`config.mk`:
```
export PLATFORM = sky130hd
export DESIGN_NAME = fan_level_hysteresis_controller
export DESIGN_NICKNAME = d
export VERILOG_FILES = /design/src/hdl/flhc_pkg.sv /design/src/hdl/flhc_eval.sv /design/src/hdl/fan_level_hysteresis_controller.sv
export SDC_FILE = /design/constraint.sdc
export NUM_CORES = 1
export LEC_CHECK = 0
export BUFFER_PORTS_ARGS = -buffer_cell sky130_fd_sc_hd__buf_2
export CAP_MARGIN = 20
export CORE_MARGIN = 2
export CORE_UTILIZATION = 28
export CTS_BUF_LIST = sky130_fd_sc_hd__clkbuf_2
export CTS_CLUSTER_SIZE = 8
export DETAILED_ROUTE_END_ITERATION = 6
export PLACE_DENSITY_LB_ADDON = 0.08
export SLEW_MARGIN = 15
export SYNTH_ARGS = -nofsm -noshare
export SYNTH_HDL_FRONTEND = slang
export SYNTH_SLANG_ARGS = --single-unit
export TNS_END_PERCENT = 30
```
`constraint.sdc`:
```
create_clock -name clk -period 16.8 [get_ports clk]
set_input_delay 3.36 -clock clk [delete_from_list [all_inputs] [get_ports clk]]
set_output_delay 3.36 -clock clk [all_outputs]
set_load 0.01 [all_outputs]
```
`src/hdl/flhc_pkg.sv`:
```
// flhc_pkg: command, fan level and register codes, configuration and
// evaluation structs shared by the fan level hysteresis controller.
// No dependencies.
package flhc_pkg;

  typedef enum logic [2:0] {
    CMD_GOOD  = 3'd0,
    CMD_FAIL  = 3'd1,
    CMD_EVAL  = 3'd2,
    CMD_QUERY = 3'd3,
    CMD_CLEAR = 3'd4
  } cmd_t;

  typedef enum logic [1:0] {
    FAN_OFF  = 2'd0,
    FAN_LOW  = 2'd1,
    FAN_FULL = 2'd2
  } fan_lvl_t;

  typedef enum logic [2:0] {
    REG_OFF_TO_LOW  = 3'd0,
    REG_LOW_TO_HIGH = 3'd1,
    REG_HIGH_TO_LOW = 3'd2,
    REG_LOW_TO_OFF  = 3'd3,
    REG_CRITICAL    = 3'd4,
    REG_STALE_LIMIT = 3'd5,
    REG_THIRD_OFFS  = 3'd6,
    REG_CRIT_ONLY   = 3'd7
  } cfg_reg_t;

  typedef struct packed {
    logic signed [7:0] off_to_low;
    logic signed [7:0] low_to_high;
    logic signed [7:0] high_to_low;
    logic signed [7:0] low_to_off;
    logic signed [7:0] critical;
    logic [3:0]        stale_limit;
    logic signed [6:0] third_offset;
    logic              critical_only;
  } cfg_t;

  typedef struct packed {
    fan_lvl_t level;
    logic     changed;
  } eval_res_t;

  localparam logic signed [7:0] TEMP_MAX = 8'sd127;
  localparam logic signed [7:0] TEMP_MIN = -8'sd128;

  localparam logic signed [7:0] RST_OFF_TO_LOW  = 8'sd42;
  localparam logic signed [7:0] RST_LOW_TO_HIGH = 8'sd46;
  localparam logic signed [7:0] RST_HIGH_TO_LOW = 8'sd42;
  localparam logic signed [7:0] RST_LOW_TO_OFF  = 8'sd38;
  localparam logic signed [7:0] RST_CRITICAL    = 8'sd75;
  localparam logic [3:0]        RST_STALE_LIMIT = 4'd3;
  localparam logic signed [6:0] RST_THIRD_OFFS  = -7'sd20;
  localparam logic [3:0]        RST_FAIL_COUNT  = 4'd3;

  // margin below which critical-only mode keeps the current level
  localparam logic signed [9:0] MARGIN_SAFE     = 10'sd10;
  // sensor that gets the configurable offset
  localparam int                OFFSET_SENSOR   = 2;

endpackage

```
`src/hdl/flhc_eval.sv`:
```
// flhc_eval: combinational fan evaluation - hottest live sensor, critical
// margin and the off/low/high hysteresis step.
// Depends on flhc_pkg.
module flhc_eval import flhc_pkg::*; #(
  parameter int NUM_SENSORS = 3
) (
  input  cfg_t                    cfg,
  input  logic signed [7:0]       cur [NUM_SENSORS],
  input  logic [NUM_SENSORS-1:0]  stale,
  input  fan_lvl_t                level_in,
  output eval_res_t               res
);

  always_comb begin
    logic              any_live;
    logic              stale_seen;
    logic              crit_hit;
    logic              near_crit;
    logic signed [9:0] best;
    logic signed [9:0] t;
    logic signed [9:0] diff;
    logic signed [9:0] crit_w;
    logic signed [9:0] offs_w;
    logic signed [9:0] ol_w;
    logic signed [9:0] lh_w;
    logic signed [9:0] hl_w;
    logic signed [9:0] lo_w;
    fan_lvl_t          lvl;

    any_live   = 1'b0;
    stale_seen = 1'b0;
    crit_hit   = 1'b0;
    near_crit  = 1'b0;
    best       = '0;
    t          = '0;
    diff       = '0;
    crit_w     = {{2{cfg.critical[7]}}, cfg.critical};
    offs_w     = {{3{cfg.third_offset[6]}}, cfg.third_offset};
    ol_w       = {{2{cfg.off_to_low[7]}}, cfg.off_to_low};
    lh_w       = {{2{cfg.low_to_high[7]}}, cfg.low_to_high};
    hl_w       = {{2{cfg.high_to_low[7]}}, cfg.high_to_low};
    lo_w       = {{2{cfg.low_to_off[7]}}, cfg.low_to_off};

    for (int i = 0; i < NUM_SENSORS; i++) begin
      if (stale[i]) begin
        stale_seen = 1'b1;
      end else begin
        diff = crit_w - {{2{cur[i][7]}}, cur[i]};
        if (diff <= 10'sd0) crit_hit = 1'b1;
        if (diff < MARGIN_SAFE) near_crit = 1'b1;
        t = {{2{cur[i][7]}}, cur[i]};
        if (i == OFFSET_SENSOR) t = t + offs_w;
        if (!any_live || t > best) best = t;
        any_live = 1'b1;
      end
    end

    lvl = level_in;
    if (any_live) begin
      if (!cfg.critical_only) begin
        if (lvl == FAN_FULL && best <= hl_w) lvl = FAN_LOW;
        if (lvl == FAN_LOW && best <= lo_w) lvl = FAN_OFF;
        if (lvl == FAN_OFF && best >= ol_w) lvl = FAN_LOW;
        if (lvl == FAN_LOW && best >= lh_w) lvl = FAN_FULL;
      end else if (!near_crit) begin
        lvl = FAN_OFF;
      end
      if (stale_seen && lvl == FAN_OFF) lvl = FAN_LOW;
      if (crit_hit) lvl = FAN_FULL;
    end else begin
      lvl = FAN_FULL;
    end

    res.level   = lvl;
    res.changed = (lvl != level_in);
  end

endmodule

```
`src/hdl/fan_level_hysteresis_controller.sv`:
```
// fan_level_hysteresis_controller: top level - input register, per-sensor
// state, configuration registers and result register.
// Depends on flhc_pkg and flhc_eval.
//
// channel  direction  handshake             payload
// in_      input      in_valid / in_stall   cmd, sensor_index, reading
// out_     output     out_valid / out_stall fan_level, fan_changed, ok, temps
// cfg_     input      cfg_valid / cfg_ready index (3 bit), data (8 bit)
//
// One transaction per cycle sustained while out_stall is low; the input
// register takes it on acceptance and the evaluation logic then loads the
// result register from it, so the result is offered after the input and
// result registers. The sensor state is updated as the result register loads.
// Synchronous active-low reset: all sensors stale, fan high, min/max cleared.
// A stall on the result side holds the result register and backs up into
// in_stall only once the input register is also full.
module fan_level_hysteresis_controller import flhc_pkg::*; #(
  parameter int NUM_SENSORS = 3
) (
  input  logic              clk,
  input  logic              rst_n,

  input  logic              in_valid,
  output logic              in_stall,
  input  logic [2:0]        in_cmd,
  input  logic [2:0]        in_sensor_index,
  input  logic signed [7:0] in_reading,

  output logic              out_valid,
  input  logic              out_stall,
  output logic [1:0]        out_fan_level,
  output logic              out_fan_changed,
  output logic              out_ok,
  output logic signed [7:0] out_current_temp,
  output logic signed [7:0] out_min_temp,
  output logic signed [7:0] out_max_temp,

  input  logic              cfg_valid,
  output logic              cfg_ready,
  input  logic [2:0]        cfg_index,
  input  logic [7:0]        cfg_data
);

  localparam int IDX_W = $clog2(NUM_SENSORS);

  // input stage
  logic              v1_r, v1_nxt;
  cmd_t              cmd_r;
  logic [2:0]        idx_r;
  logic signed [7:0] rd_r;

  // result stage
  logic              out_valid_r, out_valid_nxt;
  fan_lvl_t          res_lvl_r, res_lvl_nxt;
  logic              res_chg_r, res_chg_nxt;
  logic              res_ok_r, res_ok_nxt;
  logic signed [7:0] res_cur_r, res_cur_nxt;
  logic signed [7:0] res_min_r, res_min_nxt;
  logic signed [7:0] res_max_r, res_max_nxt;

  // block state
  cfg_t              cfg_r;
  fan_lvl_t          fan_r, fan_nxt;
  logic signed [7:0] cur_r [NUM_SENSORS];
  logic signed [7:0] min_r [NUM_SENSORS];
  logic signed [7:0] max_r [NUM_SENSORS];
  logic [3:0]        fail_r [NUM_SENSORS];

  logic                   adv;
  logic                   fire;
  logic                   in_fire;
  logic                   idx_ok;
  logic [IDX_W-1:0]       idx_sel;
  logic [NUM_SENSORS-1:0] stale;
  logic signed [7:0]      sel_cur;
  logic signed [7:0]      sel_min;
  logic signed [7:0]      sel_max;
  logic [3:0]             sel_fail;
  logic                   sel_stale;
  eval_res_t              ev;

  assign adv      = !out_valid_r || !out_stall;
  assign fire     = v1_r && adv;
  assign in_stall = v1_r && !adv;
  assign in_fire  = in_valid && !in_stall;
  assign cfg_ready = 1'b1;

  assign idx_ok  = ({1'b0, idx_r} < 4'(NUM_SENSORS));
  assign idx_sel = idx_r[IDX_W-1:0];

  always_comb begin
    for (int i = 0; i < NUM_SENSORS; i++) begin
      stale[i] = (fail_r[i] >= cfg_r.stale_limit);
    end
  end

  // out-of-range indexes are masked by idx_ok wherever these are used
  assign sel_cur   = cur_r[idx_sel];
  assign sel_min   = min_r[idx_sel];
  assign sel_max   = max_r[idx_sel];
  assign sel_fail  = fail_r[idx_sel];
  assign sel_stale = (sel_fail >= cfg_r.stale_limit);

  flhc_eval #(
    .NUM_SENSORS(NUM_SENSORS)
  ) u_eval (
    .cfg      (cfg_r),
    .cur      (cur_r),
    .stale    (stale),
    .level_in (fan_r),
    .res      (ev)
  );

  always_comb begin
    v1_nxt = v1_r;
    if (in_fire) begin
      v1_nxt = 1'b1;
    end else if (fire) begin
      v1_nxt = 1'b0;
    end

    out_valid_nxt = out_valid_r;
    if (fire) begin
      out_valid_nxt = 1'b1;
    end else if (!out_stall) begin
      out_valid_nxt = 1'b0;
    end

    fan_nxt     = fan_r;
    res_chg_nxt = 1'b0;
    res_ok_nxt  = 1'b0;
    res_cur_nxt = '0;
    res_min_nxt = '0;
    res_max_nxt = '0;
    case (cmd_r)
      CMD_EVAL: begin
        fan_nxt     = ev.level;
        res_chg_nxt = ev.changed;
      end
      CMD_QUERY: begin
        if (idx_ok && !sel_stale) begin
          res_ok_nxt  = 1'b1;
          res_cur_nxt = sel_cur;
          res_min_nxt = sel_min;
          res_max_nxt = sel_max;
        end
      end
      CMD_CLEAR: begin
        res_ok_nxt = idx_ok;
      end
      default: ;
    endcase
    res_lvl_nxt = fan_nxt;
  end

  // control and reset-valued state
  always_ff @(posedge clk) begin
    if (!rst_n) begin
      v1_r        <= 1'b0;
      out_valid_r <= 1'b0;
      fan_r       <= FAN_FULL;
      for (int i = 0; i < NUM_SENSORS; i++) begin
        min_r[i]  <= TEMP_MAX;
        max_r[i]  <= TEMP_MIN;
        fail_r[i] <= RST_FAIL_COUNT;
      end
    end else begin
      v1_r        <= v1_nxt;
      out_valid_r <= out_valid_nxt;
      if (fire) begin
        fan_r <= fan_nxt;
        if (idx_ok) begin
          case (cmd_r)
            CMD_GOOD: begin
              if (rd_r < sel_min) min_r[idx_sel] <= rd_r;
              if (rd_r > sel_max) max_r[idx_sel] <= rd_r;
              fail_r[idx_sel] <= '0;
            end
            CMD_FAIL: begin
              // count stops at the limit
              if (!sel_stale) fail_r[idx_sel] <= sel_fail + 4'd1;
            end
            CMD_CLEAR: begin
              if (sel_stale) begin
                min_r[idx_sel] <= TEMP_MAX;
                max_r[idx_sel] <= TEMP_MIN;
              end else begin
                min_r[idx_sel] <= sel_cur;
                max_r[idx_sel] <= sel_cur;
              end
            end
            default: ;
          endcase
        end
      end
    end
  end

  // payload registers and the never-reset current readings
  always_ff @(posedge clk) begin
    if (in_fire) begin
      cmd_r <= cmd_t'(in_cmd);
      idx_r <= in_sensor_index;
      rd_r  <= in_reading;
    end
    if (fire) begin
      res_lvl_r <= res_lvl_nxt;
      res_chg_r <= res_chg_nxt;
      res_ok_r  <= res_ok_nxt;
      res_cur_r <= res_cur_nxt;
      res_min_r <= res_min_nxt;
      res_max_r <= res_max_nxt;
      if (cmd_r == CMD_GOOD && idx_ok) cur_r[idx_sel] <= rd_r;
    end
  end

  // configuration registers
  always_ff @(posedge clk) begin
    if (!rst_n) begin
      cfg_r.off_to_low    <= RST_OFF_TO_LOW;
      cfg_r.low_to_high   <= RST_LOW_TO_HIGH;
      cfg_r.high_to_low   <= RST_HIGH_TO_LOW;
      cfg_r.low_to_off    <= RST_LOW_TO_OFF;
      cfg_r.critical      <= RST_CRITICAL;
      cfg_r.stale_limit   <= RST_STALE_LIMIT;
      cfg_r.third_offset  <= RST_THIRD_OFFS;
      cfg_r.critical_only <= 1'b0;
    end else if (cfg_valid && cfg_ready) begin
      unique case (cfg_reg_t'(cfg_index))
        REG_OFF_TO_LOW:  cfg_r.off_to_low    <= cfg_data;
        REG_LOW_TO_HIGH: cfg_r.low_to_high   <= cfg_data;
        REG_HIGH_TO_LOW: cfg_r.high_to_low   <= cfg_data;
        REG_LOW_TO_OFF:  cfg_r.low_to_off    <= cfg_data;
        REG_CRITICAL:    cfg_r.critical      <= cfg_data;
        REG_STALE_LIMIT: cfg_r.stale_limit   <= cfg_data[3:0];
        REG_THIRD_OFFS:  cfg_r.third_offset  <= cfg_data[6:0];
        REG_CRIT_ONLY:   cfg_r.critical_only <= cfg_data[0];
        default: ;
      endcase
    end
  end

  assign out_valid        = out_valid_r;
  assign out_fan_level    = res_lvl_r;
  assign out_fan_changed  = res_chg_r;
  assign out_ok           = res_ok_r;
  assign out_current_temp = res_cur_r;
  assign out_min_temp     = res_min_r;
  assign out_max_temp     = res_max_r;

  // a stalled input always means the input register holds a transaction
  a_stall_needs_item: assert property (@(posedge clk) disable iff (!rst_n)
    in_stall |-> v1_r)
    else $error("in_stall raised with empty input register");

  // a processed transaction always lands in the result register
  a_fire_gives_result: assert property (@(posedge clk) disable iff (!rst_n)
    fire |=> out_valid_r)
    else $error("processed transaction produced no result");

  // a reported change really moves the stored fan level
  a_change_moves_level: assert property (@(posedge clk) disable iff (!rst_n)
    (fire && cmd_r == CMD_EVAL && ev.changed) |=> (fan_r != $past(fan_r)))
    else $error("fan change flagged without level change");

  // only evaluations move the fan level
  a_level_only_on_eval: assert property (@(posedge clk) disable iff (!rst_n)
    !(fire && cmd_r == CMD_EVAL) |=> $stable(fan_r))
    else $error("fan level moved outside an evaluation");

endmodule
```
==> out/qor.txt, run 1 <==
status - completed
first-pass GRT wire length - 57.7 mm
IO Pins - 61
Hold WC Path Type - reg -> reg
DR vias - 9365
crit path time final - 8840 ps
root buffer cell - clkbuf_2
Worst Path Max Fanout - 16
post-CTS sizing - 0
Avg WL per Cell - 19.3 microns
largest net degree at the start of global routing - 72
CP top delay family - compound AO/OA/AOI/OAI gates
total wire length - 38.1 mm
slowest cell on the critical path - mux2i_1
post-detailed-route count of antenna-violating nets - 0
grt ovf - 0
Arrival @ worst endpoint - 9630 ps
clock share of power - 0.337
Post-synth EDFFs - 146
setup TNS - 0 ps
pwr dens - 81.9 nW/um^2
xor/xnor share of the synthesized area - 0.00996
Die Height - 214 microns
most common cell after layout, fill and taps aside - nand2_1
main flop type after synthesis - edfxtp_1
Area growth syn-to-layout - 12.9%
Metal-1 WL - 17.1 mm
met3 wire len - 1.54 mm
Via density - 4.75
First-pass DRT Iterations - 5
drt initial violations - 524
Hold Startpoint - cfg_r[42]$_SDFFE_PN0P_
share of cells above drive strength 1 - 0.149
fraction of registers with async set/reset - 0
sequential area share after synthesis - 0.450
mux contribution to synthesized area - 0.0539
LEAKAGE - 5.64 nW
Sw Share - 0.320
nets - 1482
Synth Area per Inst - 10.1 sq um
Residual DRC - 0
worst skew pair latency - 1040 ps
core area - 43300 sq um
CP max stage delay - 600 ps
Highest Signal Layer - met5
antenna violations before repair - 3
cell mode on critical path - o21a_1
CTS Buf Count - 59
CTS tree - built
max-slew violations - 0
Hold Fails Final Rpt - 0
post-synthesis simple-gate area fraction - 0.154
hold_buf cts - 0
All-Layer GR Usage - 0.172
post-synth cell types - 65
Clock H-tree levels - 2
reg-to-reg startpoint - fail_r[0][0]$_SDFFCE_PN1P_
most frequent cells in the layout - nand2_1 (150), edfxtp_1 (146), ha_1 (117), inv_1 (115), clkbuf_2 (90)
Finished Layout Cells - 1971
P_sw - 0.000364 W
Worst Path Required - 17590 ps
# clock sinks - 204
Compound-Gate Fraction of Synth Area - 0.157
CP Launch Type - flop
Max-slew headroom - 0.306
Die Wd - 214 microns
Max Clk Rate - 0.113 GHz
synthesized cell area - 12300 sq um
Post-Synthesis Cells - 1222
vias in the first global route - 9553
VDD IR max - 39.3 uV
Placer Congestion - 0.813
unrepaired setup endpoints after global routing - no
Clk pin slew, worst setup/hold paths - 100 ps
Rows - 76
clk buf depth - 3
count of final setup violators - 0
Final HPWL DP - 28.4 mm
MaxCap Viol Count - 0
WS Path Type - reg -> reg
main combinational cell family by area after synthesis - compound AO/OA/AOI/OAI gates
number of synthesized register bits - 204
Clock Skews - 75.9 ps
crit path from - fail_r[0][0]$_SDFFCE_PN1P_
WL met2 - 18.5 mm
die area - 45700 sq um
sequential share of power - 0.496
Final Cycle Share - 0.526
Setup Buffers After CTS - 0
Post-Synth Adder-Cell Area - 0.125
dpl cells - 1854
Yosys warnings - 0
Initial Util - 0.285
Setup crit end kind - flop
logic gate share of total power - 0.167
Worst-Margin Slew - 1040 ps
PortBufs - 59
internal power - 0.000774 W
CP bufs+invs - 1
==> through the flow <==
| stage | hold WS (ps) | instance area (sq um) | setup WS [ps] | power, W | utilization |
|---|---|---|---|---|---|
| final | 472 | 13900 | 7960 | 0.00114 | 0.321 |
| after global routing | 495 | 13900 | 7290 | 0.00121 | 0.321 |
| after CTS | 476 | 13900 | 8000 | 0.00116 | 0.321 |
| after detailed placement | 461 | 13300 | 8000 | 0.000766 | 0.308 |
| after global placement | 454 | 13300 | 8130 | 0.000766 | 0.308 |
| after floorplan | 443 | 12400 | 8890 | 0.000705 | - |
==> cells by family after synthesis <==
logic type / count (synthesis)
AO/OA/AOI/OAI: 285
XOR/XNOR: 14
adder cells (fa/ha/maj): 121
buffers and inverters: 156
flip-flops: 204
multiplexers: 41
other: 2
AND/OR/NAND/NOR: 399
==> metal layers <==
layer | up-vias | global-route usage
met2 | 176 | 0.296
li1 | 4673 | -
met5 | - | 0
met1 | 4455 | 0.215
met4 | 2 | 0.0563
met3 | 59 | 0.0359
==> cells in the mapped netlist, types with 10 or more instances <==
cell,instances,share of area
o211ai_1,33,0.020
a21o_1,13,0.0079
ha_1,117,0.12
nand2b_1,11,0.0056
a21oi_1,70,0.028
o21ai_0,35,0.014
edfxtp_1,146,0.36
a211oi_1,15,0.0091
nor2_1,88,0.027
mux4_2,20,0.037
nand2_1,150,0.046
nor2b_1,25,0.013
nor3_1,19,0.0077
a22oi_1,10,0.0061
mux2i_1,19,0.015
nand3_1,32,0.013
o21a_1,26,0.016
inv_1,115,0.035
and2_1,20,0.010
a21boi_0,28,0.017
dfxtp_1,58,0.094
clkbuf_1,34,0.010
==> registers in the layout, indices dropped and copies added, names as in the netlist, 3 cells and up, named ones only <==
| register | count |
|---|---|
| cfg_r | 52 |
| cur_r | 24 |
| min_r | 32 |
| max_r | 32 |
| out_max_temp | 8 |
| fail_r | 16 |
| out_current_temp | 8 |
| rd_r | 8 |
| cmd_r | 3 |
| out_min_temp | 8 |
| idx_r | 3 |
==> final timing paths <==
check / end / slack [ps] / depth (start not counted)
setup / recovery: out_fan_changed$_SDFFCE_PP0P_ / 7960 / 36
hold / removal: cfg_r[42]$_SDFFE_PN0P_ / 470 / 2
setup reg to reg: out_fan_changed$_SDFFCE_PP0P_ / 7960 / 36
hold reg to reg: cfg_r[42]$_SDFFE_PN0P_ / 470 / 2
==> worst min-delay path: stages (launching register included) <==
cell and delay [ps]:
dfxtp_1 320, nand2_1 50, a21boi_0 60
==> final cells by class <==
class	count	area, sq um
Fill cell	4584	29400
Multi-Input combinational cell	881	6250
Sequential cell	204	5550
Tap cell	585	732
Clock buffer	90	450
Inverter	115	432
Timing Repair Buffer	70	375
Clock inverter	21	96.3
Antenna cell	5	12.5
==> power groups by stage <==
stage	clock network [W]	registers, W	logic [W]
final	0.000384	0.000564	0.000190
after global routing	0.000432	0.000566	0.000214
after CTS	0.000406	0.000565	0.000191
after detailed placement	0	0.000576	0.000190
after global placement	0	0.000576	0.000189
after floorplan	0	0.000571	0.000134
Power figures use the tool's default switching activity.
==> run 2: changes to the inputs <==
Clock period 16.8 ns to 7.9 ns, I/O delays scaled along.
==> run 2 against run 1 <==
First-iteration DRC count decreased by 2.1%. Global-route usage rose by 0.20 points. Sequential cell count unchanged. Register-to-register slack got worse by 7600 ps. Final area rose by 3.7%. Via count rose by 1.6%. Worst hold slack improved by 3.4 ps. Clock power rose by 110%. Worst setup slack worse by 7600 ps.
==> out/qor.txt, run 2 (same netlist as run 1, synthesis figures left out) <==
MaxCap Viol Count - 0 (unchanged)
core area - 43300 sq um (unchanged)
DP Area - 13500 sq um (was 13300 sq um)
DR vias - 9515 (was 9365)
CP max stage delay - 510 ps (was 600 ps)
Area growth syn-to-layout - 17.1% (was 12.9%)
Worst-Margin Slew - 863 ps (was 1040 ps)
Clock H-tree levels - 2 (unchanged)
Hold WC Path Type - reg -> reg (unchanged)
drt initial violations - 513 (was 524)
Largest register FFs - 52 (unchanged)
VDD IR max - 92.0 uV (was 39.3 uV)
P_sw - 0.000773 W (was 0.000364 W)
share of cells above drive strength 1 - 0.196 (was 0.149)
Top reg by flops - cfg_r (unchanged)
Clk pin slew, worst setup/hold paths - 100 ps (about the same)
IO Pins - 61 (unchanged)
CTS Buf Count - 57 (was 59)
PortBufs - 59 (unchanged)
clk buf depth - 3 (unchanged)
CTS tree - built (unchanged)
root buffer cell - clkbuf_2 (unchanged)
fill count - 4554 (was 4584)
Worst Path Required - 8620 ps (was 17590 ps)
Placer Congestion - 0.838 (was 0.813)
Max Clk Rate - 0.133 GHz (was 0.113 GHz)
Sequential Area - 5550 sq um (unchanged)
status - completed (unchanged)
global routing met1 resource utilization - 0.220 (was 0.215)
post-detailed-route count of antenna-violating nets - 0 (unchanged)
clock share of power - 0.328 (was 0.337)
M2 GR Usage - 0.303 (was 0.296)
vias in the first global route - 9725 (was 9553)
Largest regs - cfg_r (52), max_r (32), min_r (32) (unchanged)
dpl cells - 1880 (was 1854)
Avg WL per Cell - 19.3 microns (about the same)
WHS - 475 ps (was 472 ps)
First-pass DRT Iterations - 5 (unchanged)
Hold Fails Final Rpt - 0 (unchanged)
worst skew pair latency - 1000 ps (was 1040 ps)
total wire length - 38.6 mm (was 38.1 mm)
largest net degree at the start of global routing - 72 (unchanged)
WS Path Type - reg -> reg (unchanged)
internal power - 0.00172 W (was 0.000774 W)
count of final setup violators - 0 (unchanged)
cell mode on critical path - o21a_1 (unchanged)
Final HPWL DP - 29.1 mm (was 28.4 mm)
Die Height - 214 microns (unchanged)
Final Util - 0.333 (was 0.321)
Arrival @ worst endpoint - 8230 ps (was 9630 ps)
Worst Path Max Fanout - 6 (was 16)
# clock sinks - 204 (unchanged)
most frequent cells in the layout - nand2_1 (149), edfxtp_1 (146), inv_1 (115), ha_1 (109), clkbuf_2 (91) (was nand2_1 (150), edfxtp_1 (146), ha_1 (117), inv_1 (115), clkbuf_2 (90))
Setup crit end kind - flop (unchanged)
Sw Share - 0.310 (was 0.320)
area of the multi-input gates - 6470 sq um (was 6250 sq um)
All-Layer GR Usage - 0.174 (was 0.172)
logic gate share of total power - 0.190 (was 0.167)
Rows - 76 (unchanged)
first-pass GRT wire length - 58.7 mm (was 57.7 mm)
antenna violations before repair - 2 (was 3)
die area - 45700 sq um (unchanged)
Non-Filler Cell Area, Final - 14400 sq um (was 13900 sq um)
Finished Layout Cells - 2000 (was 1971)
nets - 1521 (was 1482)
Clock Skews - 92.0 ps (was 75.9 ps)
gr busiest metal - met2 (unchanged)
max-slew violations - 0 (unchanged)
CP Launch Type - flop (unchanged)
Residual DRC - 0 (unchanged)
sequential share of power - 0.482 (was 0.496)
LEAKAGE - 5.86 nW (was 5.64 nW)
met3 Use GR - 0.0286 (was 0.0359)
grt ovf - 0 (unchanged)
Initial Util - 0.285 (unchanged)
Via density - 4.76 (was 4.75)
pwr dens - 173 nW/um^2 (was 81.9 nW/um^2)
most common cell after layout, fill and taps aside - nand2_1 (unchanged)
Max-slew headroom - 0.421 (was 0.306)
Final Cycle Share - 0.951 (was 0.526)
slowest cell on the critical path - or4_1 (was mux2i_1)
Die Wd - 214 microns (unchanged)
crit path time final - 7510 ps (was 8840 ps)
run 2: changes by cell type in the layout (fill, tap and decap cells not counted), sizes merged:
cell    previous run  this run
clkinv            19         8
diode              5         2
buf               70       111
clkbuf            90        91
bufinv             0         1
run 2: power by group through the flow:
stage | Combinational, W | Sequential [W] | Clock [W]
detailed placement | 0.000428 | 0.00123 | 0
finish | 0.000474 | 0.00120 | 0.000817
global placement | 0.000427 | 0.00123 | 0
floorplan | 0.000285 | 0.00121 | 0
CTS | 0.000431 | 0.00120 | 0.000866
global route | 0.000529 | 0.00121 | 0.000921
run 2: area by class of cell:
cell class | count | share of cell area
antenna | 2 | 0.000347
clock buffer | 91 | 0.0316
clock inverter | 11 | 0.00538
inverter | 115 | 0.0299
multi-input combinational | 881 | 0.449
sequential | 204 | 0.385
tap | 585 | 0.0508
timing repair buffer | 111 | 0.0484
run 2: what timing repair did:
item / CTS / global route
setup endpoints to repair: 0 / 5
resized for setup: 0 / 45
buffers inserted: 0 / 16
hold buffers: 0 / 0
run 2: worst paths after layout:
kind                              startpoint                             to  slack (ps)  cells past startpoint
hold / removal        cfg_r[27]$_SDFFE_PN0P_         cfg_r[27]$_SDFFE_PN0P_         480                      2
hold reg to reg       cfg_r[27]$_SDFFE_PN0P_         cfg_r[27]$_SDFFE_PN0P_         480                      2
setup / recovery  fail_r[0][0]$_SDFFCE_PN1P_  out_fan_changed$_SDFFCE_PP0P_         390                     38
setup reg to reg  fail_r[0][0]$_SDFFCE_PN1P_  out_fan_changed$_SDFFCE_PP0P_         390                     38
run 2: stage by stage:
step           worst slack, ps  TNS, ps  total power (W)
6_report                   387        0          0.00249
3_3_place_gp               135        0          0.00166
2_1_floorplan              117        0          0.00150
5_1_grt                  -36.8    -36.8          0.00266
4_1_cts                   33.8        0          0.00250
3_5_place_dp              74.5        0          0.00166
run 2: critical path, delay by kind of cell, from the launching register on:
kind | cells | cell delay, ps
DFF | 1 | 410
adders and majority gates | 4 | 900
AOI/OAI and AO/OA | 22 | 3980
buffers and inverters | 3 | 360
and+or+nand+nor | 9 | 1610
run 2: routing by layer:
| layer | wire length (microns) | vias to the layer above |
|---|---|---|
| met1 | 17600 | 4539 |
| met5 | 0 | - |
| met3 | 1340 | 60 |
| met2 | 18900 | 170 |
| li1 | - | 4746 |
| met4 | 839 | 0 |
